`config.mk`:
```
export PLATFORM = sky130hd
export DESIGN_NAME = cd_text_pack_framer
export DESIGN_NICKNAME = d
export VERILOG_FILES = /design/src/sv/cdtpf_pkg.sv /design/src/sv/cdtpf_pack_serializer.sv /design/src/sv/cd_text_pack_framer.sv
export SDC_FILE = /design/constraint.sdc
export NUM_CORES = 1
export LEC_CHECK = 0
export BUFFER_PORTS_ARGS = -buffer_cell sky130_fd_sc_hd__buf_2
export CAP_MARGIN = 20
export CORE_MARGIN = 5
export CORE_UTILIZATION = 63
export DETAILED_ROUTE_END_ITERATION = 10
export GPL_TIMING_DRIVEN = 0
export PLACE_DENSITY = 0.8
export SLEW_MARGIN = 20
export SYNTH_ARGS = -nofsm -noshare
export SYNTH_HDL_FRONTEND = slang
export SYNTH_SLANG_ARGS = --single-unit
export TNS_END_PERCENT = 1
```
`constraint.sdc`:
```
create_clock -name clock -period 7.2 [get_ports clock]
set_input_delay 0.36 -clock clock [delete_from_list [all_inputs] [get_ports clock]]
set_output_delay 0.36 -clock clock [all_outputs]
set_load 0.01 [all_outputs]
```
`src/sv/cdtpf_pkg.sv`:
```
package cdtpf_pkg;

   localparam int PACK_DATA_LEN = 12;
   localparam int PACK_LEN      = 18;

   localparam logic [15:0] CRC_POLY     = 16'h1021;
   localparam logic [7:0]  PACK_TYPE_HI = 8'h80;
   localparam logic [3:0]  CHAR_POS_MAX = 4'hf;
   localparam logic [3:0]  TYPE_GENRE   = 4'd7;
   localparam logic [3:0]  TYPE_TOC1    = 4'd8;

   // x / 3 == (x * DIV3_RECIP) >> DIV3_SHIFT for x below 2**17
   localparam logic [15:0] DIV3_RECIP = 16'haaab;
   localparam int          DIV3_SHIFT = 17;

   typedef enum logic [1:0] {
      CMD_DATA     = 2'd0,
      CMD_FLUSH    = 2'd1,
      CMD_LOAD_SEQ = 2'd2,
      CMD_NONE     = 2'd3
   } cmd_type;

   typedef struct packed {
      cmd_type    cmd;
      logic [7:0] data_byte;
      logic [3:0] pack_type;
      logic [6:0] track_number;
      logic [2:0] block_number;
      logic       binary_item;
      logic       item_start;
      logic       item_end;
   } req_type;

   typedef struct packed {
      logic [7:0] pack_byte;
      logic [4:0] byte_index;
      logic       pack_last;
   } rsp_type;

   // header and fill of the held pack, as seen by the serializer
   typedef struct packed {
      logic [3:0] pack_type;
      logic [7:0] track;
      logic [7:0] sequence_num;
      logic [6:0] block_char;
      logic [3:0] fill;
   } hdr_type;

   typedef struct packed {
      logic       done;
      logic       rd_en;
      logic [3:0] rd_addr;
   } ser_status_type;

   function automatic logic [15:0] crc16_byte(input logic [15:0] crc, input logic [7:0] b);
      logic [15:0] c;
      c = crc ^ {b, 8'h00};
      for (int k = 0; k < 8; k++) begin
         if (c[15]) begin
            c = {c[14:0], 1'b0} ^ CRC_POLY;
         end else begin
            c = {c[14:0], 1'b0};
         end
      end
      return c;
   endfunction

endpackage

```
`src/sv/cdtpf_pack_serializer.sv`:
```
module cdtpf_pack_serializer (
   input  logic                    clock,
   input  logic                    reset,
   input  logic                    run,
   input  cdtpf_pkg::hdr_type      hdr,
   input  logic [7:0]              rd_data,
   output cdtpf_pkg::ser_status_type status,
   output logic                    rsp_valid,
   input  logic                    rsp_stall,
   output cdtpf_pkg::rsp_type      rsp_data
);
   import cdtpf_pkg::*;

   localparam logic [4:0] IdxTrack = 5'd1;
   localparam logic [4:0] IdxSeq   = 5'd2;
   localparam logic [4:0] IdxBlock = 5'd3;
   localparam logic [4:0] IdxData  = 5'd4;
   localparam logic [4:0] IdxCrcHi = 5'd16;
   localparam logic [4:0] IdxLast  = 5'(PACK_LEN - 1);

   logic [4:0]  idx_ff, idx_in;
   logic [15:0] crc_ff, crc_in;
   logic        rsp_valid_ff, rsp_valid_in;
   rsp_type     rsp_data_ff, rsp_data_in;

   logic       out_free;
   logic       load;
   logic       last;
   logic [3:0] didx;
   logic [4:0] rd_idx;
   logic [7:0] byte_cur;

   assign out_free = !rsp_valid_ff || !rsp_stall;
   assign load     = run && out_free;
   assign last     = (idx_ff == IdxLast);
   assign didx     = idx_ff[3:0] - 4'd4;

   always_comb begin
      if (idx_ff == 5'd0) begin
         byte_cur = PACK_TYPE_HI | {4'b0000, hdr.pack_type};
      end else if (idx_ff == IdxTrack) begin
         byte_cur = hdr.track;
      end else if (idx_ff == IdxSeq) begin
         byte_cur = hdr.sequence_num;
      end else if (idx_ff == IdxBlock) begin
         byte_cur = {1'b0, hdr.block_char};
      end else if (idx_ff == IdxCrcHi) begin
         byte_cur = ~crc_ff[15:8];
      end else if (idx_ff == IdxLast) begin
         byte_cur = ~crc_ff[7:0];
      end else begin
         byte_cur = (didx < hdr.fill) ? rd_data : 8'h00;
      end
   end

   always_comb begin
      idx_in       = idx_ff;
      crc_in       = crc_ff;
      rsp_data_in  = rsp_data_ff;
      rsp_valid_in = rsp_stall ? rsp_valid_ff : 1'b0;
      if (load) begin
         rsp_valid_in          = 1'b1;
         rsp_data_in.pack_byte  = byte_cur;
         rsp_data_in.byte_index = idx_ff;
         rsp_data_in.pack_last  = last;
         if (last) begin
            idx_in = 5'd0;
            crc_in = 16'h0000;
         end else begin
            idx_in = idx_ff + 5'd1;
            if (idx_ff < IdxCrcHi) begin
               crc_in = crc16_byte(crc_ff, byte_cur);
            end
         end
      end
   end

   // buffer address for the byte that is current next cycle
   assign rd_idx         = idx_in - IdxData;
   assign status.rd_en   = (idx_in >= IdxData) && (idx_in < IdxCrcHi);
   assign status.rd_addr = rd_idx[3:0];
   assign status.done    = load && last;

   always_ff @(posedge clock) begin
      if (reset) begin
         idx_ff       <= 5'd0;
         crc_ff       <= 16'h0000;
         rsp_valid_ff <= 1'b0;
      end else begin
         idx_ff       <= idx_in;
         crc_ff       <= crc_in;
         rsp_valid_ff <= rsp_valid_in;
      end
   end

   always_ff @(posedge clock) begin
      rsp_data_ff <= rsp_data_in;
   end

   assign rsp_valid = rsp_valid_ff;
   assign rsp_data  = rsp_data_ff;

endmodule

```
`src/sv/cd_text_pack_framer.sv`:
```
// CD-TEXT pack framer.
// Input channel req_*: one transaction per command. A data command carries one
// item byte with its pack type, track, block and item flags; flush emits the
// held partial pack; load sets the pack sequence counter.
// Result channel rsp_*: one transaction per pack byte, 18 per pack, header
// first and inverted CRC-16 last, with pack_last on the final byte.
// Steps: a data byte passes the decide and write states, and the create state
// as well when it opens a new pack. A byte that forces out the held pack waits
// for that pack to be emitted; a byte that fills a pack, or ends a binary item,
// is followed by the emission of its pack. The pack bytes are read back one per
// cycle, unless rsp_stall holds them, from the 12-entry data buffer.
// req_stall is high whenever a transaction is still being processed.
// A stall on rsp_stall holds the output byte and freezes serialization;
// the next input transaction waits until the pack is out.
// Reset clears the held pack, the sequence counter and the item position;
// no clearing of the buffer is needed since unfilled bytes read as zero.
module cd_text_pack_framer (
   input  logic               clock,
   input  logic               reset,
   input  logic               req_valid,
   output logic               req_stall,
   input  cdtpf_pkg::req_type req_data,
   output logic               rsp_valid,
   input  logic               rsp_stall,
   output cdtpf_pkg::rsp_type rsp_data
);
   import cdtpf_pkg::*;

   typedef enum logic [2:0] {
      ST_IDLE,
      ST_DECIDE,
      ST_EMIT,
      ST_CREATE,
      ST_WRITE
   } state_type;

   localparam logic [3:0] LastFill = 4'(PACK_DATA_LEN - 1);

   state_type   state_ff, state_in;
   req_type     item_ff, item_in;
   logic        pack_held_ff, pack_held_in;
   logic        held_binary_ff, held_binary_in;
   logic [3:0]  held_type_ff, held_type_in;
   logic [7:0]  held_track_ff, held_track_in;
   logic [7:0]  held_seq_ff, held_seq_in;
   logic [6:0]  held_bc_ff, held_bc_in;
   logic [7:0]  seq_cnt_ff, seq_cnt_in;
   logic [15:0] item_pos_ff, item_pos_in;
   logic [3:0]  fill_ff, fill_in;
   logic        create_after_ff, create_after_in;

   logic [7:0] buf_mem [PACK_DATA_LEN];
   logic [7:0] rd_ff;
   logic       wr_en;

   hdr_type        hdr;
   ser_status_type ser_status;

   logic        new_needed;
   logic [29:0] prod;
   logic [12:0] pos;
   logic [12:0] pos_m1;
   logic [7:0]  bin_track;
   logic [3:0]  bin_cp;
   logic [3:0]  text_cp;

   // item_position / 12 as (item_position >> 2) / 3
   assign prod   = {16'b0, item_pos_ff[15:2]} * {14'b0, DIV3_RECIP};
   assign pos    = prod[29:DIV3_SHIFT];
   assign pos_m1 = pos - 13'd1;

   always_comb begin
      bin_cp    = 4'd0;
      bin_track = pos[7:0];
      if (item_ff.pack_type == TYPE_GENRE) begin
         bin_track = 8'h00;
         if (pos == 13'd1) begin
            bin_cp = 4'd10;
         end else if (pos != 13'd0) begin
            bin_cp = CHAR_POS_MAX;
         end
      end else if (item_ff.pack_type == TYPE_TOC1) begin
         bin_track = (pos == 13'd0) ? 8'h00 : {pos_m1[5:0], 2'b01};
      end
   end

   assign text_cp = (item_pos_ff > 16'(CHAR_POS_MAX)) ? CHAR_POS_MAX : item_pos_ff[3:0];

   always_comb begin
      if (item_ff.binary_item) begin
         new_needed = item_ff.item_start || !pack_held_ff || !held_binary_ff;
      end else begin
         new_needed = !(pack_held_ff && !held_binary_ff &&
                        (!item_ff.item_start ||
                         (held_type_ff == item_ff.pack_type &&
                          held_bc_ff[6:4] == item_ff.block_number)));
      end
   end

   always_comb begin
      state_in        = state_ff;
      item_in         = item_ff;
      pack_held_in    = pack_held_ff;
      held_binary_in  = held_binary_ff;
      held_type_in    = held_type_ff;
      held_track_in   = held_track_ff;
      held_seq_in     = held_seq_ff;
      held_bc_in      = held_bc_ff;
      seq_cnt_in      = seq_cnt_ff;
      item_pos_in     = item_pos_ff;
      fill_in         = fill_ff;
      create_after_in = create_after_ff;
      wr_en           = 1'b0;
      unique case (state_ff)
         ST_IDLE: begin
            if (req_valid) begin
               item_in  = req_data;
               state_in = ST_DECIDE;
            end
         end
         ST_DECIDE: begin
            unique case (item_ff.cmd)
               CMD_FLUSH: begin
                  create_after_in = 1'b0;
                  state_in        = pack_held_ff ? ST_EMIT : ST_IDLE;
               end
               CMD_LOAD_SEQ: begin
                  seq_cnt_in = item_ff.data_byte;
                  state_in   = ST_IDLE;
               end
               CMD_DATA: begin
                  if (item_ff.item_start) begin
                     item_pos_in = 16'h0000;
                  end
                  create_after_in = 1'b1;
                  if (!new_needed) begin
                     state_in = ST_WRITE;
                  end else if (pack_held_ff) begin
                     state_in = ST_EMIT;
                  end else begin
                     state_in = ST_CREATE;
                  end
               end
               default: begin
                  state_in = ST_IDLE;
               end
            endcase
         end
         ST_EMIT: begin
            if (ser_status.done) begin
               pack_held_in = 1'b0;
               fill_in      = 4'd0;
               state_in     = create_after_ff ? ST_CREATE : ST_IDLE;
            end
         end
         ST_CREATE: begin
            pack_held_in   = 1'b1;
            held_binary_in = item_ff.binary_item;
            held_type_in   = item_ff.pack_type;
            held_seq_in    = seq_cnt_ff;
            seq_cnt_in     = seq_cnt_ff + 8'd1;
            fill_in        = 4'd0;
            if (item_ff.binary_item) begin
               held_track_in = bin_track;
               held_bc_in    = {item_ff.block_number, bin_cp};
            end else begin
               held_track_in = {1'b0, item_ff.track_number};
               held_bc_in    = {item_ff.block_number, text_cp};
            end
            state_in = ST_WRITE;
         end
         ST_WRITE: begin
            wr_en   = 1'b1;
            fill_in = fill_ff + 4'd1;
            if (item_pos_ff != 16'hffff) begin
               item_pos_in = item_pos_ff + 16'd1;
            end
            create_after_in = 1'b0;
            if (fill_ff == LastFill || (item_ff.binary_item && item_ff.item_end)) begin
               state_in = ST_EMIT;
            end else begin
               state_in = ST_IDLE;
            end
         end
         default: begin
            state_in = ST_IDLE;
         end
      endcase
   end

   always_ff @(posedge clock) begin
      if (reset) begin
         state_ff        <= ST_IDLE;
         pack_held_ff    <= 1'b0;
         held_binary_ff  <= 1'b0;
         held_type_ff    <= 4'd0;
         held_track_ff   <= 8'h00;
         held_seq_ff     <= 8'h00;
         held_bc_ff      <= 7'h00;
         seq_cnt_ff      <= 8'h00;
         item_pos_ff     <= 16'h0000;
         fill_ff         <= 4'd0;
         create_after_ff <= 1'b0;
      end else begin
         state_ff        <= state_in;
         pack_held_ff    <= pack_held_in;
         held_binary_ff  <= held_binary_in;
         held_type_ff    <= held_type_in;
         held_track_ff   <= held_track_in;
         held_seq_ff     <= held_seq_in;
         held_bc_ff      <= held_bc_in;
         seq_cnt_ff      <= seq_cnt_in;
         item_pos_ff     <= item_pos_in;
         fill_ff         <= fill_in;
         create_after_ff <= create_after_in;
      end
   end

   always_ff @(posedge clock) begin
      item_ff <= item_in;
   end

   // pack data buffer, bytes past the fill count read as zero
   always_ff @(posedge clock) begin
      if (wr_en) begin
         buf_mem[fill_ff] <= item_ff.data_byte;
      end
      if (ser_status.rd_en) begin
         rd_ff <= buf_mem[ser_status.rd_addr];
      end
   end

   assign req_stall = (state_ff != ST_IDLE);

   assign hdr.pack_type    = held_type_ff;
   assign hdr.track        = held_track_ff;
   assign hdr.sequence_num = held_seq_ff;
   assign hdr.block_char   = held_bc_ff;
   assign hdr.fill         = fill_ff;

   cdtpf_pack_serializer u_serializer (
      .clock     (clock),
      .reset     (reset),
      .run       (state_ff == ST_EMIT),
      .hdr       (hdr),
      .rd_data   (rd_ff),
      .status    (ser_status),
      .rsp_valid (rsp_valid),
      .rsp_stall (rsp_stall),
      .rsp_data  (rsp_data)
   );

   a_emit_has_pack: assert property (@(posedge clock) disable iff (reset)
      state_ff == ST_EMIT |-> pack_held_ff)
      else $error("emitting with no pack held");

   a_write_in_range: assert property (@(posedge clock) disable iff (reset)
      state_ff == ST_WRITE |-> pack_held_ff && fill_ff < 4'(PACK_DATA_LEN))
      else $error("buffer write outside a held pack");

   a_done_releases: assert property (@(posedge clock) disable iff (reset)
      ser_status.done |=> !pack_held_ff && fill_ff == 4'd0)
      else $error("pack still held after its last byte");

   a_no_write_while_reading: assert property (@(posedge clock) disable iff (reset)
      ser_status.rd_en && state_ff == ST_EMIT |-> !wr_en)
      else $error("buffer written during pack readout");

endmodule

```
==> reports/qor.csv <==
metric,value,unit
netlist_instances,1419,
cts_max_level,1,
finalHoldViolations,0,
relSlewSlack,41.6,%
num-nets-final,1711,
r2r_cells,18,
synth_seq_cells,228,
ys_warn_count,0,
ys_seq_area_share,42.6,%
min_path_type,in -> reg,
powerDensity,181,mW/mm^2
synth-async-reset-ratio,0,%
synthToLayoutAreaGrowth,10.6,%
tightest_slew,0.870,ns
hpwlAfterDp,26.1,mm
netlist_area,0.0141,mm^2
clk_latency,0.55,ns
avgSynthCellArea,9.96,um^2
hold_slack,0.0129,ns
instances_no_fill,1802,
wl_per_cell,19.3,um
max_freq,0.157,GHz
drtPass1Iterations,5,
startpoint,item_pos_ff[12],
synth.net_count,1626,
grt_usage,27.2,%
required,7.59,ns
final_util,71.1,%
synthTopCellsByArea,"edfxtp_1 31%, dfxtp_1 12%, ha_1 11%, fa_1 7.4%, nand2_1 5.8%",
arrival,6.75,ns
critPathKind,reg -> reg,
crit_chain,ha_1 -> fa_1 -> fa_1 -> fa_1 -> inv_1 -> fa_1 -> inv_1 -> fa_1 -> ha_1 -> a21oi_1 -> o31ai_1 -> a31o_1 -> a2111oi_0 -> a311oi_1 -> a2111oi_4 -> nand4_1 -> o21ai_0 -> a211oi_1,
rows,54,
die_y,160,um
cts_root_buf,clkbuf_16,
wirelength,34.8,mm
core_area,0.0220,mm^2
path_clk_slew,0.06,ns
synth_top_flop_cell,edfxtp_1,
ant_nets,0,
placedCellCount,1744,
yosysTopAreaCell,edfxtp_1,
swShare,22.8,%
setup_viol,0,
slowest_stage,fa_1,
cpMostUsedCell,fa_1,
combPwrFrac,5.1,%
grt.overflow.total,0,
tritoncts,done,
reg2reg_to,held_bc_ff[3],
drive_gt1_share,7.82,%
cts_buffer_depth,3,
regArea,0.00602,mm^2
drtIter0Drc,1065,
critPathLaunchType,register,
p_leak,6.68,nW
dieArea,0.0255,mm^2
ir_worst_vdd,181,uV
maxCapViolCount,0,
yosysMostFrequentCell,nand2_1,
die_x,160,um
grt_pass1_vias,11000,
period_needed,6.37,ns
endpoint,held_bc_ff[3],
io_buffers,45,
cts_buffers,25,
antenna_found_initial,0,
cts_num_sinks,228,
post-route-period-util,88.4,%
place_congestion,0.940,
internal-power,2.18,mW
vias,11100,
critPathMaxStageDelay,0.59,ns
p_sw,0.646,mW
diodes,0,
drc,0,
final.fill_count,1615,
slew_violations,0,
multiInputGateArea,0.00746,mm^2
start_util,64.3,%
io-pin-count,47,
grt_pass1_wl,56.3,mm
clockPowerShare,43.7,%
yosysTopAreaCellShare,30.8,%
synth_commonest_cells,"218 x nand2_1, 145 x edfxtp_1, 124 x ha_1",
finClkSkew,0.0303,ns
r2r_setup_slack,0.83,ns
r2r_start,item_pos_ff[12],
synthDistinctLibCells,87,
cp_max_fo,7,
rsz0062_at_grt,false,
sequentialPowerShare,51.3,%
crit_path_end_kind,register,
synth_edf_count,145,
grt_max_degree,28,
viasPerCell,6.14,
status,"finished, final reports clean",
tns,0,ns
-- power by group through the flow --
stage | sequential [mW] | clock [mW] | combinational [mW]
6_report | 1.45 | 1.24 | 0.143
5_1_grt | 1.45 | 1.31 | 0.156
4_1_cts | 1.45 | 1.24 | 0.141
3_5_place_dp | 1.48 | 0 | 0.135
3_3_place_gp | 1.48 | 0 | 0.132
2_1_floorplan | 1.46 | 0 | 0.0879
-- per-layer routing --
layer | vias up | share of wire [%] | GRT usage [%] | routed length (um)
met4 | 0 | 3.7 | 10.1 | 1290
met2 | 431 | 48 | 45.3 | 16700
met3 | 92 | 7.3 | 4.64 | 2560
li1 | 5232 | - | - | -
met5 | - | 0 | 0 | 0
met1 | 5307 | 41 | 35.9 | 14200
-- critical path, delay by kind of cell, from the launching register on --
family | cells | cell delay [ns]
AO/OA/AOI/OAI | 8 | 2.18
adder cells (fa/ha/maj) | 7 | 3.24
buffers and inverters | 2 | 0.10
flip-flops | 1 | 0.51
AND/OR/NAND/NOR | 1 | 0.16
-- state kept, by name, summed over array words and instances (netlist names) --
register / count
buf_mem: 96
item_ff: 27
item_pos_ff: 16
u_serializer.crc_ff: 16
u_serializer.rsp_data: 14
held_seq_ff: 8
held_track_ff: 8
rd_ff: 8
seq_cnt_ff: 8
held_bc_ff: 7
u_serializer.idx_ff: 5
fill_ff: 4
held_type_ff: 4
state_ff: 3
create_after_ff: 1
held_binary_ff: 1
pack_held_ff: 1
u_serializer.rsp_valid: 1
-- placed cells by master (no fill, tap or decap), types with 5 or more instances in the layout --
master         netlist  final
a211oi_1            14     14
o211ai_1             5      5
nor3_1              29     29
dlygate4sd3_1        0     13
o21a_1              16     16
and2_1              19     19
xor2_1              21     21
buf_2               11     56
nand4_1             18     18
a311oi_1            11     11
or3_1               11     11
a221oi_1            14     14
nand3_1             73     73
o21ai_0             49     49
a21oi_1             68     68
nand2_1            218    218
nand3b_1             6      6
o21ai_1              6      6
ha_1               124    124
edfxtp_1           145    145
and3_1              16     15
nor2_1              86     86
clkinv_1             1      7
inv_1              116    116
a31oi_1             11     11
xnor2_1             32     32
fa_1                52     52
clkbuf_1            35     41
dfxtp_1             83     83
o22ai_1              8      8
a21o_1              14     14
clkbuf_16            0     25
-- area by class of cell --
cell class	instances	area share, %
well taps	280	2.24
clock inverters	14	0.881
inverters	118	2.84
repair buffers	58	2.27
plain buffers	50	1.39
clock buffers	31	4.15
multi-input cells	1023	47.7
flip-flops and latches	228	38.5
-- worst min-delay path by stage --
stage	start	to	slack (ns)	cells past startpoint
after floorplan	held_seq_ff[1]	held_seq_ff[1]	0.44	2
after global placement	held_seq_ff[3]	held_seq_ff[3]	0.44	2
after detailed placement	held_seq_ff[6]	held_seq_ff[6]	0.45	2
after CTS	req_data[6]	item_ff[6]	0.003	1
after global routing	req_data[4]	item_ff[4]	0.004	1
final	req_data[11]	item_ff[11]	0.01	1
-- repair_timing --
item,CTS,global route
hold buffers,12,1
hold endpoints to repair,12,1
buffers inserted,0,0
resized for setup,0,0
-- through the flow --
step                power [mW]  worst slack (ns)  cell area, um^2
global placement          1.61             0.934            14700
CTS                       2.83             0.863            15600
floorplan                 1.55              1.47            14100
detailed placement        1.61             0.881            14700
finish                    2.83             0.834            15600
global route              2.92             0.512            15600
-- cells by family after synthesis --
kind of cell	after synthesis	share of synthesized area (%)
fa+ha+maj	176	18.3
mux	3	0.213
xor+xnor	56	3.72
buf+inv	168	4.67
compound gates	277	13.7
simple gates	511	16.8
flops	228	42.6
(Power assumes the default switching activity.)
